File: config.mk
export PLATFORM = sky130hd
export DESIGN_NAME = integer_printf_formatter
export DESIGN_NICKNAME = d
export VERILOG_FILES = /design/src/sv/ipf_pkg.sv /design/src/sv/ipf_front.sv /design/src/sv/ipf_queue.sv /design/src/sv/ipf_back.sv /design/src/sv/integer_printf_formatter.sv
export SDC_FILE = /design/constraint.sdc
export NUM_CORES = 1
export LEC_CHECK = 0
export ABC_AREA = 1
export ABC_CLOCK_PERIOD_IN_PS = 8800
export BUFFER_PORTS_ARGS = -buffer_cell sky130_fd_sc_hd__buf_2
export CAP_MARGIN = 20
export CORE_UTILIZATION = 53
export CTS_BUF_LIST = sky130_fd_sc_hd__clkbuf_8
export DETAILED_ROUTE_END_ITERATION = 6
export HOLD_SLACK_MARGIN = 0.12
export PLACE_DENSITY = 0.7
export SYNTH_ARGS = -nofsm -noshare
export SYNTH_HDL_FRONTEND = slang
export SYNTH_SLANG_ARGS = --single-unit
File: constraint.sdc
create_clock -name clk -period 8.8 [get_ports clk]
set_input_delay 1.32 -clock clk [delete_from_list [all_inputs] [get_ports clk]]
set_output_delay 1.32 -clock clk [all_outputs]
set_load 0.01 [all_outputs]
File: src/sv/ipf_pkg.sv
`timescale 1ns / 1ps
// ----------------------------------------------------------------------------
// ipf_pkg
// Shared types, constants and helpers of the integer printf formatter.
// ----------------------------------------------------------------------------
package ipf_pkg;

  localparam int MAX_FIELD   = 62;
  localparam int MAX_DIGITS  = 20;
  localparam int VALUE_W     = 64;
  localparam int FIELD_W     = 6;
  localparam int DIGIT_W     = 4;
  localparam int BCD_W       = MAX_DIGITS * DIGIT_W;
  localparam int CNT_W       = $clog2(MAX_DIGITS + 1);
  localparam int CONV_BITS   = 4;
  localparam int CONV_STEPS  = VALUE_W / CONV_BITS;
  localparam int STEP_W      = $clog2(CONV_STEPS);
  localparam int QUEUE_DEPTH = 2;
  localparam int QPTR_W      = $clog2(QUEUE_DEPTH);
  localparam int QCNT_W      = $clog2(QUEUE_DEPTH + 1);
  localparam int SUM_W       = FIELD_W + 2;

  // Conversion kinds.
  localparam logic [1:0] KIND_SDEC = 2'd0;
  localparam logic [1:0] KIND_UDEC = 2'd1;
  localparam logic [1:0] KIND_LHEX = 2'd2;
  localparam logic [1:0] KIND_UHEX = 2'd3;

  // ASCII codes.
  localparam logic [7:0] CH_NUL   = 8'h00;
  localparam logic [7:0] CH_SPACE = 8'h20;
  localparam logic [7:0] CH_PLUS  = 8'h2B;
  localparam logic [7:0] CH_MINUS = 8'h2D;
  localparam logic [7:0] CH_ZERO  = 8'h30;
  localparam logic [7:0] CH_A_UP  = 8'h41;
  localparam logic [7:0] CH_X_UP  = 8'h58;
  localparam logic [7:0] CH_A_LO  = 8'h61;
  localparam logic [7:0] CH_X_LO  = 8'h78;

  typedef struct packed {
    logic [VALUE_W-1:0] value;
    logic [1:0]         conv_kind;
    logic               left_align;
    logic               zero_pad;
    logic               plus_sign;
    logic               space_sign;
    logic               alt_prefix;
    logic               keep_prefix;
    logic [FIELD_W-1:0] field_width;
    logic [FIELD_W-1:0] precision;
    logic               precision_dot_only;
  } ipf_in_t;

  typedef struct packed {
    logic [7:0] out_char;
    logic       char_valid;
    logic       last_char;
  } ipf_out_t;

  // One classified item as it waits between front and back.
  typedef struct packed {
    logic [VALUE_W-1:0] magnitude;
    logic               is_hex;
    logic               caps;
    logic [1:0]         head_len;
    logic [7:0]         head0;
    logic [7:0]         head1;
    logic               left_align;
    logic               zero_pad;
    logic               dot_only;
    logic [FIELD_W-1:0] field_width;
    logic [FIELD_W-1:0] precision;
  } ipf_job_t;

  typedef enum logic [1:0] {
    ST_IDLE,
    ST_CONV,
    ST_SIZE,
    ST_EMIT
  } ipf_state_t;

  function automatic logic [7:0] glyph(input logic [DIGIT_W-1:0] d, input logic caps);
    logic [7:0] d8;
    d8 = {{(8 - DIGIT_W){1'b0}}, d};
    if (d8 < 8'd10) begin
      return CH_ZERO + d8;
    end else begin
      return (caps ? CH_A_UP : CH_A_LO) + d8 - 8'd10;
    end
  endfunction

  function automatic logic [FIELD_W-1:0] sat_field(input logic [FIELD_W-1:0] f);
    if (f > FIELD_W'(MAX_FIELD)) begin
      return FIELD_W'(MAX_FIELD);
    end else begin
      return f;
    end
  endfunction

endpackage

File: src/sv/ipf_front.sv
`timescale 1ns / 1ps
// ----------------------------------------------------------------------------
// ipf_front
// Accepts words and classifies them: sign, prefix, magnitude, clamped sizes.
// ----------------------------------------------------------------------------
module ipf_front (
  input  logic             in_valid,
  output logic             in_stall,
  input  ipf_pkg::ipf_in_t in_data,
  input  logic             q_full,
  output logic             q_push,
  output ipf_pkg::ipf_job_t q_job
);

  logic neg;

  assign in_stall = q_full;
  assign q_push   = in_valid && !q_full;
  assign neg      = in_data.value[ipf_pkg::VALUE_W-1];

  always_comb begin
    q_job             = '0;
    q_job.magnitude   = in_data.value;
    q_job.is_hex      = in_data.conv_kind[1];
    q_job.caps        = (in_data.conv_kind == ipf_pkg::KIND_UHEX);
    q_job.head_len    = 2'd0;
    q_job.head0       = ipf_pkg::CH_NUL;
    q_job.head1       = ipf_pkg::CH_NUL;
    q_job.left_align  = in_data.left_align;
    q_job.zero_pad    = in_data.zero_pad;
    q_job.dot_only    = in_data.precision_dot_only;
    q_job.field_width = ipf_pkg::sat_field(in_data.field_width);
    q_job.precision   = ipf_pkg::sat_field(in_data.precision);
    unique case (in_data.conv_kind)
      ipf_pkg::KIND_SDEC: begin
        // Space wins over plus for nonnegative values.
        priority if (neg) begin
          q_job.magnitude = '0 - in_data.value;
          q_job.head_len  = 2'd1;
          q_job.head0     = ipf_pkg::CH_MINUS;
        end else if (in_data.space_sign) begin
          q_job.head_len = 2'd1;
          q_job.head0    = ipf_pkg::CH_SPACE;
        end else if (in_data.plus_sign) begin
          q_job.head_len = 2'd1;
          q_job.head0    = ipf_pkg::CH_PLUS;
        end
      end
      ipf_pkg::KIND_UDEC: begin
      end
      ipf_pkg::KIND_LHEX, ipf_pkg::KIND_UHEX: begin
        if (in_data.alt_prefix && (in_data.keep_prefix || (in_data.value != '0))) begin
          q_job.head_len = 2'd2;
          q_job.head0    = ipf_pkg::CH_ZERO;
          q_job.head1    = (in_data.conv_kind == ipf_pkg::KIND_UHEX) ?
                           ipf_pkg::CH_X_UP : ipf_pkg::CH_X_LO;
        end
      end
      default: begin
      end
    endcase
  end

endmodule

File: src/sv/ipf_queue.sv
`timescale 1ns / 1ps
// ----------------------------------------------------------------------------
// ipf_queue
// Short first-in first-out queue of classified items between front and back.
// ----------------------------------------------------------------------------
module ipf_queue (
  input  logic              clk,
  input  logic              rst_n,
  input  logic              push,
  input  ipf_pkg::ipf_job_t push_job,
  output logic              full,
  input  logic              pop,
  output logic              not_empty,
  output ipf_pkg::ipf_job_t pop_job
);

  ipf_pkg::ipf_job_t                entry_r [ipf_pkg::QUEUE_DEPTH];
  logic [ipf_pkg::QPTR_W-1:0]      wr_ptr_r, wr_ptr_nxt;
  logic [ipf_pkg::QPTR_W-1:0]      rd_ptr_r, rd_ptr_nxt;
  logic [ipf_pkg::QCNT_W-1:0]      count_r,  count_nxt;
  logic                             do_push, do_pop;

  assign full      = (count_r == ipf_pkg::QCNT_W'(ipf_pkg::QUEUE_DEPTH));
  assign not_empty = (count_r != '0);
  assign pop_job   = entry_r[rd_ptr_r];
  assign do_push   = push && !full;
  assign do_pop    = pop && not_empty;

  always_comb begin
    wr_ptr_nxt = wr_ptr_r;
    rd_ptr_nxt = rd_ptr_r;
    count_nxt  = count_r;
    if (do_push) begin
      wr_ptr_nxt = (wr_ptr_r == ipf_pkg::QPTR_W'(ipf_pkg::QUEUE_DEPTH - 1)) ?
                   '0 : wr_ptr_r + 1'b1;
    end
    if (do_pop) begin
      rd_ptr_nxt = (rd_ptr_r == ipf_pkg::QPTR_W'(ipf_pkg::QUEUE_DEPTH - 1)) ?
                   '0 : rd_ptr_r + 1'b1;
    end
    if (do_push && !do_pop) begin
      count_nxt = count_r + 1'b1;
    end else if (do_pop && !do_push) begin
      count_nxt = count_r - 1'b1;
    end
  end

  always_ff @(posedge clk) begin
    if (!rst_n) begin
      wr_ptr_r <= '0;
      rd_ptr_r <= '0;
      count_r  <= '0;
    end else begin
      wr_ptr_r <= wr_ptr_nxt;
      rd_ptr_r <= rd_ptr_nxt;
      count_r  <= count_nxt;
    end
  end

  always_ff @(posedge clk) begin
    if (do_push) begin
      entry_r[wr_ptr_r] <= push_job;
    end
  end

endmodule

File: src/sv/ipf_back.sv
`timescale 1ns / 1ps
// ----------------------------------------------------------------------------
// ipf_back
// Converts the magnitude to digits, sizes the padding and emits characters.
// ----------------------------------------------------------------------------
module ipf_back (
  input  logic              clk,
  input  logic              rst_n,
  input  logic              q_valid,
  input  ipf_pkg::ipf_job_t q_job,
  output logic              q_pop,
  output logic              out_valid,
  input  logic              out_stall,
  output ipf_pkg::ipf_out_t out_data
);

  ipf_pkg::ipf_state_t             state_r, state_nxt;
  ipf_pkg::ipf_job_t               job_r, job_nxt;
  logic [ipf_pkg::VALUE_W-1:0]     bin_r, bin_nxt;
  logic [ipf_pkg::BCD_W-1:0]       bcd_r, bcd_nxt;
  logic [ipf_pkg::STEP_W-1:0]      step_r, step_nxt;
  logic [ipf_pkg::FIELD_W-1:0]     padl_r, padl_nxt;
  logic [1:0]                      head_r, head_nxt;
  logic [ipf_pkg::FIELD_W-1:0]     zero_r, zero_nxt;
  logic [ipf_pkg::CNT_W-1:0]       dig_r, dig_nxt;
  logic [ipf_pkg::FIELD_W-1:0]     padr_r, padr_nxt;
  logic                            out_valid_r, out_valid_nxt;
  ipf_pkg::ipf_out_t               out_data_r, out_data_nxt;

  logic                            slot_free;
  logic [ipf_pkg::BCD_W-1:0]       bcd_step;
  logic [ipf_pkg::VALUE_W-1:0]     bin_step;
  logic [ipf_pkg::CNT_W-1:0]       dcnt;
  logic [ipf_pkg::SUM_W-1:0]       len_w, lz_w, tot_w, gap_w, wid_w, prec_w, sp_w;
  logic [ipf_pkg::SUM_W-1:0]       remain;
  logic [ipf_pkg::CNT_W-1:0]       dig_idx;
  logic [ipf_pkg::DIGIT_W-1:0]     dig_val;

  assign slot_free = !out_valid_r || !out_stall;
  assign out_valid = out_valid_r;
  assign out_data  = out_data_r;
  assign q_pop     = (state_r == ipf_pkg::ST_IDLE) && q_valid;

  // Shift-and-add-3 binary to BCD, a few bits per cycle.
  always_comb begin
    logic [ipf_pkg::DIGIT_W-1:0] d;
    bcd_step = bcd_r;
    bin_step = bin_r;
    for (int s = 0; s < ipf_pkg::CONV_BITS; s++) begin
      for (int k = 0; k < ipf_pkg::MAX_DIGITS; k++) begin
        d = bcd_step[k*ipf_pkg::DIGIT_W +: ipf_pkg::DIGIT_W];
        if (d >= ipf_pkg::DIGIT_W'(5)) begin
          bcd_step[k*ipf_pkg::DIGIT_W +: ipf_pkg::DIGIT_W] = d + ipf_pkg::DIGIT_W'(3);
        end
      end
      bcd_step = {bcd_step[ipf_pkg::BCD_W-2:0], bin_step[ipf_pkg::VALUE_W-1]};
      bin_step = {bin_step[ipf_pkg::VALUE_W-2:0], 1'b0};
    end
  end

  // Digit count of the store, at least one unless dot_only.
  always_comb begin
    dcnt = '0;
    for (int k = 0; k < ipf_pkg::MAX_DIGITS; k++) begin
      if (bcd_r[k*ipf_pkg::DIGIT_W +: ipf_pkg::DIGIT_W] != '0) begin
        dcnt = ipf_pkg::CNT_W'(k + 1);
      end
    end
    if ((dcnt == '0) && !job_r.dot_only) begin
      dcnt = ipf_pkg::CNT_W'(1);
    end
  end

  always_comb begin
    wid_w  = ipf_pkg::SUM_W'(job_r.field_width);
    prec_w = ipf_pkg::SUM_W'(job_r.precision);
    len_w  = ipf_pkg::SUM_W'(dcnt);
    lz_w   = '0;
    sp_w   = '0;
    if (prec_w > len_w) begin
      lz_w  = prec_w - len_w;
      len_w = prec_w;
    end
    tot_w = len_w + ipf_pkg::SUM_W'(job_r.head_len);
    gap_w = wid_w - tot_w;
    if (wid_w >= tot_w) begin
      // Zero padding adds to the precision zeros, whatever the alignment.
      if (job_r.zero_pad) begin
        lz_w = lz_w + gap_w;
      end else begin
        sp_w = gap_w;
      end
    end
  end

  assign remain = ipf_pkg::SUM_W'(padl_r) + ipf_pkg::SUM_W'(head_r) +
                  ipf_pkg::SUM_W'(zero_r) + ipf_pkg::SUM_W'(dig_r) +
                  ipf_pkg::SUM_W'(padr_r);
  assign dig_idx = dig_r - 1'b1;
  assign dig_val = bcd_r[dig_idx*ipf_pkg::DIGIT_W +: ipf_pkg::DIGIT_W];

  always_comb begin
    state_nxt     = state_r;
    job_nxt       = job_r;
    bin_nxt       = bin_r;
    bcd_nxt       = bcd_r;
    step_nxt      = step_r;
    padl_nxt      = padl_r;
    head_nxt      = head_r;
    zero_nxt      = zero_r;
    dig_nxt       = dig_r;
    padr_nxt      = padr_r;
    out_valid_nxt = out_valid_r && out_stall;
    out_data_nxt  = out_data_r;
    unique case (state_r)
      ipf_pkg::ST_IDLE: begin
        if (q_valid) begin
          job_nxt = q_job;
          if (q_job.is_hex) begin
            bcd_nxt   = ipf_pkg::BCD_W'(q_job.magnitude);
            state_nxt = ipf_pkg::ST_SIZE;
          end else begin
            bcd_nxt   = '0;
            bin_nxt   = q_job.magnitude;
            step_nxt  = '0;
            state_nxt = ipf_pkg::ST_CONV;
          end
        end
      end
      ipf_pkg::ST_CONV: begin
        bcd_nxt  = bcd_step;
        bin_nxt  = bin_step;
        step_nxt = step_r + 1'b1;
        if (step_r == ipf_pkg::STEP_W'(ipf_pkg::CONV_STEPS - 1)) begin
          state_nxt = ipf_pkg::ST_SIZE;
        end
      end
      ipf_pkg::ST_SIZE: begin
        padl_nxt  = job_r.left_align ? '0 : sp_w[ipf_pkg::FIELD_W-1:0];
        padr_nxt  = job_r.left_align ? sp_w[ipf_pkg::FIELD_W-1:0] : '0;
        head_nxt  = job_r.head_len;
        zero_nxt  = lz_w[ipf_pkg::FIELD_W-1:0];
        dig_nxt   = dcnt;
        state_nxt = ipf_pkg::ST_EMIT;
      end
      ipf_pkg::ST_EMIT: begin
        if (slot_free) begin
          out_valid_nxt           = 1'b1;
          out_data_nxt.char_valid = 1'b1;
          out_data_nxt.last_char  = (remain == ipf_pkg::SUM_W'(1));
          priority if (padl_r != '0) begin
            out_data_nxt.out_char = ipf_pkg::CH_SPACE;
            padl_nxt = padl_r - 1'b1;
          end else if (head_r != '0) begin
            out_data_nxt.out_char = (head_r == job_r.head_len) ? job_r.head0 : job_r.head1;
            head_nxt = head_r - 1'b1;
          end else if (zero_r != '0) begin
            out_data_nxt.out_char = ipf_pkg::CH_ZERO;
            zero_nxt = zero_r - 1'b1;
          end else if (dig_r != '0) begin
            out_data_nxt.out_char = ipf_pkg::glyph(dig_val, job_r.caps);
            dig_nxt = dig_r - 1'b1;
          end else if (padr_r != '0) begin
            out_data_nxt.out_char = ipf_pkg::CH_SPACE;
            padr_nxt = padr_r - 1'b1;
          end else begin
            // Nothing to print: one empty word closes the item.
            out_data_nxt.out_char   = ipf_pkg::CH_NUL;
            out_data_nxt.char_valid = 1'b0;
            out_data_nxt.last_char  = 1'b1;
          end
          if (remain <= ipf_pkg::SUM_W'(1)) begin
            state_nxt = ipf_pkg::ST_IDLE;
          end
        end
      end
      default: begin
        state_nxt = ipf_pkg::ST_IDLE;
      end
    endcase
  end

  always_ff @(posedge clk) begin
    if (!rst_n) begin
      state_r     <= ipf_pkg::ST_IDLE;
      out_valid_r <= 1'b0;
    end else begin
      state_r     <= state_nxt;
      out_valid_r <= out_valid_nxt;
    end
  end

  always_ff @(posedge clk) begin
    job_r      <= job_nxt;
    bin_r      <= bin_nxt;
    bcd_r      <= bcd_nxt;
    step_r     <= step_nxt;
    padl_r     <= padl_nxt;
    head_r     <= head_nxt;
    zero_r     <= zero_nxt;
    dig_r      <= dig_nxt;
    padr_r     <= padr_nxt;
    out_data_r <= out_data_nxt;
  end

endmodule

File: src/sv/integer_printf_formatter.sv
`timescale 1ns / 1ps
// ----------------------------------------------------------------------------
// integer_printf_formatter
// Formats one 64-bit integer per input word as printf text, one character
// per output word.
// ----------------------------------------------------------------------------
// Each input word is classified on acceptance and parked in a two-entry
// queue, so new words are taken while an earlier one is still printing.
// The back end handles one item at a time: it loads the item, converts
// binary to BCD (4 bits per cycle, decimal kinds only; hex loads its
// nibbles directly), sizes the padding, then sends one character per
// cycle, at most 64, while the output does not stall. Empty output is
// sent as a single word with char_valid low.
module integer_printf_formatter (
  input  logic              clk,
  input  logic              rst_n,
  input  logic              in_valid,
  output logic              in_stall,
  input  ipf_pkg::ipf_in_t  in_data,
  output logic              out_valid,
  input  logic              out_stall,
  output ipf_pkg::ipf_out_t out_data
);

  logic              q_full;
  logic              q_push;
  logic              q_pop;
  logic              q_not_empty;
  ipf_pkg::ipf_job_t push_job;
  ipf_pkg::ipf_job_t pop_job;

  ipf_front u_front (
    .in_valid (in_valid),
    .in_stall (in_stall),
    .in_data  (in_data),
    .q_full   (q_full),
    .q_push   (q_push),
    .q_job    (push_job)
  );

  ipf_queue u_queue (
    .clk       (clk),
    .rst_n     (rst_n),
    .push      (q_push),
    .push_job  (push_job),
    .full      (q_full),
    .pop       (q_pop),
    .not_empty (q_not_empty),
    .pop_job   (pop_job)
  );

  ipf_back u_back (
    .clk       (clk),
    .rst_n     (rst_n),
    .q_valid   (q_not_empty),
    .q_job     (pop_job),
    .q_pop     (q_pop),
    .out_valid (out_valid),
    .out_stall (out_stall),
    .out_data  (out_data)
  );

endmodule
======== Word-level counts from Yosys, hierarchy flattened ========
Memory sizes are Yosys's and may differ from the RTL's. A register that Yosys moved wholly into a read port is not among the register bits.
Cells that the tools add are included.
W data, S select, Z words.
operators by class
  multipliers ............................. 0
  div/mod/pow operators ................... 0
  reduce and logical (&&, ||, !) cells .... 62
  shifts and indexed selects .............. 1
  mux-type cells .......................... 182
  $add $sub $neg .......................... 102
  equality and inequality tests ........... 23
  order comparisons ....................... 86
  bitwise operators ....................... 0
operators by type and width
  operator                 count
  $mux W4                  86
  $ge A4 B3 Y1 const B     80
  $mux W64                 5
  $add A4 B2 Y4 const B    76
  $pmux W80 S2             1
  $mux W6                  25
  $pmux W64 S2             1
  $mux W80                 1
  $reduce_bool A4 Y1       20
  $shiftx A80 B8 Y4        1
  $reduce_bool A64 Y1      1
  $sub A1 B64 Y64 const A  1
  $mux W5                  11
  $mux W8                  6
  $pmux W6 S2              3
  $mux W2                  13
  $mux W3                  8
  $pmux W10 S2             1
  $mux W18                 1
  $mux W9                  2
  $ne A2 B1 Y1 const B     9
  $reduce_bool A6 Y1       3
  $sub A6 B1 Y6 const B    3
  $add A8 B6 Y8            2
  other kinds (46)         96
storage, ports and cells
  ROM bits ................................ 0
  memories ................................ 1
  latch bits .............................. 0
  RAM bits ................................ 198
  flip-flop bits (word level) ............. 224
  output and inout bits ................... 12
memories
  memory           depth  width  rd ports  clocked after memory_dff  write ports  RTL line         source
  u_queue.entry_r  2      99     1         1                         1            ipf_queue.sv:17  ipf_pkg::ipf_job_t entry_r [ipf_pkg::QUEUE_DEPTH];

======== Logic depth before layout (Yosys ltp) ========
  depth after elaboration ................. 32
  mapped depth ............................ 53
  gate-level depth less buffers ........... 53

======== Hierarchy ========
A second synthesis with hierarchy kept.
unflattened totals
  cells, all modules ...................... 3628
  area, all modules ....................... 30394.2 um2
by module, submodules not included
  module     area each (um2)  seq. area each (um2)  cells an instance  instances
  ipf_back   20218.1          6576.3                2721               1
  ipf_queue  7413.4           6045.8                345                1
  ipf_front  2762.6           0.0                   562                1

======== Worst setup path before layout ========
No wires, ideal clock.
  path type ............................... reg-to-reg
  start ................................... register u_back.state_r[0]
  end ..................................... register u_back.bin_r[0] in the netlist's numbering (enable)
  clock period less this slack ............ 7099 ps
  stages on the path, launching flop included .. 7
  setup slack ............................. 1701 ps
  data arrival time ....................... 6666 ps
  required time ........................... 8367 ps
  library setup time ...................... 433 ps
  path through ............................ dfxtp_1 > inv_1 > ha_1 > inv_1 > nor3_1 > a21oi_1 > and2_1
on the way
  word-level cells in the longest chain between the ends .. 3
  elaborated cells on any way between the ends .. 6
  those cells by class .................... eq/ne: 3; reduce/logical: 3
RTL lines
  what                                                  RTL line         source
  start, declared                                       ipf_back.sv:17   ipf_pkg::ipf_state_t state_r, state_nxt;
  start signal, assigned                                ipf_back.sv:185  state_r <= ipf_pkg::ST_IDLE;
  start signal, assigned                                ipf_back.sv:188  state_r <= state_nxt;
  $logic_not A2 Y1 or $eq A2 B1 Y1 (tied branches)      ipf_back.sv:115  unique case (state_r)
  $ne A2 B1 Y1 (no line), or another cell as far along  -
  $reduce_and A3 Y1 (no line) *                         -
  end signal, assigned                                  ipf_back.sv:195  bin_r <= bin_nxt;
  end, declared                                         ipf_back.sv:19   logic [ipf_pkg::VALUE_W-1:0] bin_r, bin_nxt;
Every way passes the cells marked *; elsewhere a longest branch is shown, timed or not.
A chain may end at the register's enable or synchronous reset.

======== Final worst setup path ========
  start ................................... register u_back.bcd_r[4] in the netlist's numbering
  end ..................................... register u_back.zero_r[5] in the netlist's numbering, data pin
on the way
  word-level cells in the longest chain between the ends .. 31
  elaborated cells on any way between the ends .. 34
  those cells by class .................... add/sub: 4; order compare: 2; mux: 25; reduce/logical: 3
RTL lines
  what                          RTL line         source
  start, declared               ipf_back.sv:20   logic [ipf_pkg::BCD_W-1:0] bcd_r, bcd_nxt;
  start signal, assigned        ipf_back.sv:196  bcd_r <= bcd_nxt;
  $reduce_bool A4 Y1 *          ipf_back.sv:65   if (bcd_r[k*ipf_pkg::DIGIT_W +: ipf_pkg::DIGIT_W] != '0) begin
  $mux W2 * (2 in a row)        ipf_back.sv:65
  $mux W3 * (4 in a row)        ipf_back.sv:65
  $mux W4 * (8 in a row)        ipf_back.sv:65
  $mux W5 * (5 in a row)        ipf_back.sv:65
  $logic_not A5 Y1              ipf_back.sv:69   if ((dcnt == '0) && !job_r.dot_only) begin
  $logic_and A1 B1 Y1           ipf_back.sv:69
  $mux W5 *                     ipf_back.sv:69
  $gt A6 B5 Y1                  ipf_back.sv:80   if (prec_w > len_w) begin
  $mux W6                       ipf_back.sv:80
  $add A6 B2 Y7                 ipf_back.sv:84   tot_w = len_w + ipf_pkg::SUM_W'(job_r.head_len);
  $sub A6 B6 Y6                 ipf_back.sv:85   gap_w = wid_w - tot_w;
  $add A6 B6 Y6                 ipf_back.sv:89   lz_w = lz_w + gap_w;
  $mux W6                       ipf_back.sv:88   if (job_r.zero_pad) begin
  $mux W6 *                     ipf_back.sv:86   if (wid_w >= tot_w) begin
  $pmux W6 S2 *                 ipf_back.sv:115
  net u_back.zero_nxt, one bit  ipf_back.sv:24   logic [ipf_pkg::FIELD_W-1:0] zero_r, zero_nxt;
  end signal, assigned          ipf_back.sv:200  zero_r <= zero_nxt;
  end, declared                 ipf_back.sv:24
Mark *: on every way through the listed nets, which the timed path passes. The rest lies on a longest branch.

==> results.cfg <==
[worst_setup_path]
critPathSlowestCell = edfxtp_1
crit_family = simple AND/OR/NAND/NOR gates
path_max_fanout = 10
crit_arrival_ns = 7.10
cpPeakStageDelay_ns = 0.44
critPathKind = register to register
start_kind = register
crit_path_frequent_cell = nand2_1
required_ns = 9.19
path_buf_inv = 5
endpoint_kind = register

[sta]
tns_ns = 0
hold_violations = 0
drv_slew = 0
fin_crit_ns = 6.70
tightest_slew_ns = 1.01
report.final.setup_viol = 0
slew_headroom = 0.323
skew_ns = 0.0390
final.period_utilization = 0.762
rsz0062_at_grt = no
max_clock_freq_mhz = 149

[yosys]
yosysSeqAreaShare = 0.411
synth_cells = 3573
synthTopCellsByArea = edfxtp_1, nand2_1, ha_1, inv_1, o21ai_0
syn_area_um2 = 28400
yosysWarningCount = 0
ys_ff_latch = 392
async_flop_share = 0
syn_avg_cell_area_um2 = 7.95
synth_top_area_frac = 0.406
synth-edff-count = 384
synth_nets = 3890
synth_cell_types = 66
yosys.area.top_type = edfxtp_1
yosys_most_used_dff = edfxtp_1

[layout]
syn2layout_area_growth_pct = 9.10
fin_nets = 3996
drive_gt1_frac = 0.0887
final.fill_count = 4786
final_core_util = 0.588

[floorplanning]
die_width_um = 234
start_util = 0.539
ioPinCount = 101
die-area_um2 = 54600
num_rows = 84
core-area_um2 = 52800
die_h_um = 234

[routing]
wire_per_inst_um = 15.0
num_vias = 23112
drtPass1Iterations = 6
drc = 0
drt-total-wl_um = 66500
ant_nets = 0
drtIter0Drc = 1785
viasPerCell = 5.23

[run_status]
outcome = finished, final reports clean

[clock_network]
root_buffer = clkbuf_8
tritoncts = done
cts_sinks = 392
cts_setup_buffers = 0
htree_levels = 3
cts_made_buffers = 69
post_cts_resized = 0
clockBufferDepth = 3
clk_latency_ns = 0.67
clkSlewWorstSetupHoldPaths_ns = 0.06
cts_hold_buf = 0

[global_route]
grt_pass1_wl_um = 107000
antenna_found_initial = 1
gr-usage-all-layers = 0.249
overflow = 0
grt_max_degree = 89
grt_pass1_vias = 21044

[placement]
numPortBuffers = 99
hpwl_um = 49500
gp_congestion = 0.901

[hold_path]
hold_path.class = register to register

[flow_run]
maxCapViolCount = 0
==> synthesized netlist by cell type, drive strengths merged, types with 13 or more instances <==
master	count
inv	543
nor4	23
o211ai	33
nand2	889
edfxtp	384
ha	212
a31oi	13
clkbuf	65
nand3	135
o21ai	394
fa	16
xnor2	42
a21oi	149
nor2	377
nand4	22
xor2	113
or2	21
nor3	37
buf	20
==> cells in the final DEF, fill, tap and decap left out, types with 4 or more instances in the layout <==
| master | n |
|---|---|
| edfxtp_1 | 384 |
| xnor2_1 | 41 |
| nor2_1 | 362 |
| or2_1 | 7 |
| o211ai_1 | 32 |
| o21ai_0 | 305 |
| a21oi_2 | 7 |
| nor2_4 | 6 |
| xor2_1 | 111 |
| nor2_2 | 9 |
| o22ai_1 | 12 |
| nand3_2 | 5 |
| o21ai_1 | 50 |
| a211oi_1 | 4 |
| ha_1 | 211 |
| nor4_1 | 23 |
| nand2_1 | 878 |
| nand3b_1 | 11 |
| a21oi_1 | 139 |
| o221ai_1 | 6 |
| o21a_1 | 9 |
| nor3_1 | 34 |
| nand4_1 | 21 |
| or2_2 | 14 |
| o21ai_2 | 39 |
| clkbuf_8 | 76 |
| fa_1 | 16 |
| nand3_1 | 130 |
| a31oi_1 | 13 |
| nand2_2 | 10 |
| dfxtp_1 | 7 |
| inv_2 | 7 |
| inv_1 | 553 |
| clkinv_1 | 15 |
| buf_4 | 21 |
| o31ai_1 | 5 |
| clkinv_2 | 10 |
| buf_2 | 99 |
==> worst reg2reg max path: cells and delay by family (launching register included) <==
kind,cells,cell delay (ns)
AO/OA/AOI/OAI,4,0.86
XOR/XNOR,3,0.43
adder cells (fa/ha/maj),6,1.83
buffers and inverters,5,0.63
flip-flops,1,0.44
AND/OR/NAND/NOR,33,2.34
==> worst paths after layout <==
path | from | to | slack, ns | cells past startpoint
worst max-delay path | u_back.bcd_r[4]$_DFFE_PP_ | u_back.zero_r[5]$_DFFE_PP_ | 2.10 | 51
worst min-delay path | u_queue.rd_ptr_r$_SDFFE_PN0P_ | register | 0.45 | 1
worst max register to register | u_back.bcd_r[4]$_DFFE_PP_ | u_back.zero_r[5]$_DFFE_PP_ | 2.10 | 51
worst min register to register | u_queue.rd_ptr_r$_SDFFE_PN0P_ | register | 0.45 | 1
==> state kept, by name (all words and copies together), names as in the netlist, named ones only <==
| name | cells |
|---|---|
| u_back.state_r | 2 |
| u_back.out_valid | 1 |
| u_queue.entry_r | 178 |
| u_back.head_r | 2 |
| u_back.zero_r | 6 |
| u_back.bin_r | 64 |
| u_queue.wr_ptr_r | 1 |
| u_back.step_r | 4 |
| u_back.padl_r | 6 |
| u_back.job_r | 24 |
| u_back.out_data | 9 |
| u_back.dig_r | 5 |
| u_back.bcd_r | 80 |
| u_queue.count_r | 2 |
| u_back.padr_r | 6 |
| u_queue.rd_ptr_r | 1 |
==> routing by layer <==
metal / up-vias / global-route usage / part of all wire
met5: - / 0 / 0.00020
met4: 2 / 0.0708 / 0.017
met3: 75 / 0.0388 / 0.064
met2: 559 / 0.381 / 0.44
met1: 10527 / 0.362 / 0.48
li1: 11949 / - / -
==> cell type report <==
type	instances	area [µm²]	share of cell area
sequential	392	11700	0.377
inverter	547	2050	0.0662
timing repair buffer	120	653	0.0211
multi-input combinational	2549	14400	0.464
tap	688	861	0.0278
antenna	2	5.00	0.000161
clock inverter	47	314	0.0101
clock buffer	76	1050	0.0337
==> kinds of logic (layout without fill, tap and decap cells) <==
family / count (synthesis) / in the layout / share of synthesized area
DFF: 392 / 392 / 0.411
and+or+nand+nor: 1524 / 1524 / 0.223
muxes: 1 / 1 / 0.000352
adders and majority gates: 228 / 228 / 0.105
AOI/OAI and AO/OA: 640 / 640 / 0.128
other: 1 / 3 / 0.000132
buffers and inverters: 632 / 790 / 0.0842
xor gates and xnor gates: 155 / 155 / 0.0486
==> per-stage QoR <==
stage | instances | worst slack (ns) | area (µm²) | hold WS (ns)
after global routing | 4419 | 1.40 | 31000 | 0.474
after floorplan | 3573 | 1.70 | 28400 | 0.425
after global placement | 4296 | 2.24 | 29600 | 0.425
final | 4421 | 2.10 | 31000 | 0.450
after detailed placement | 4296 | 2.17 | 29600 | 0.436
after CTS | 4419 | 2.17 | 31000 | 0.447
Power is not shown: default switching activity piles up to over one toggle a cycle in this logic, so the estimate is an artifact.
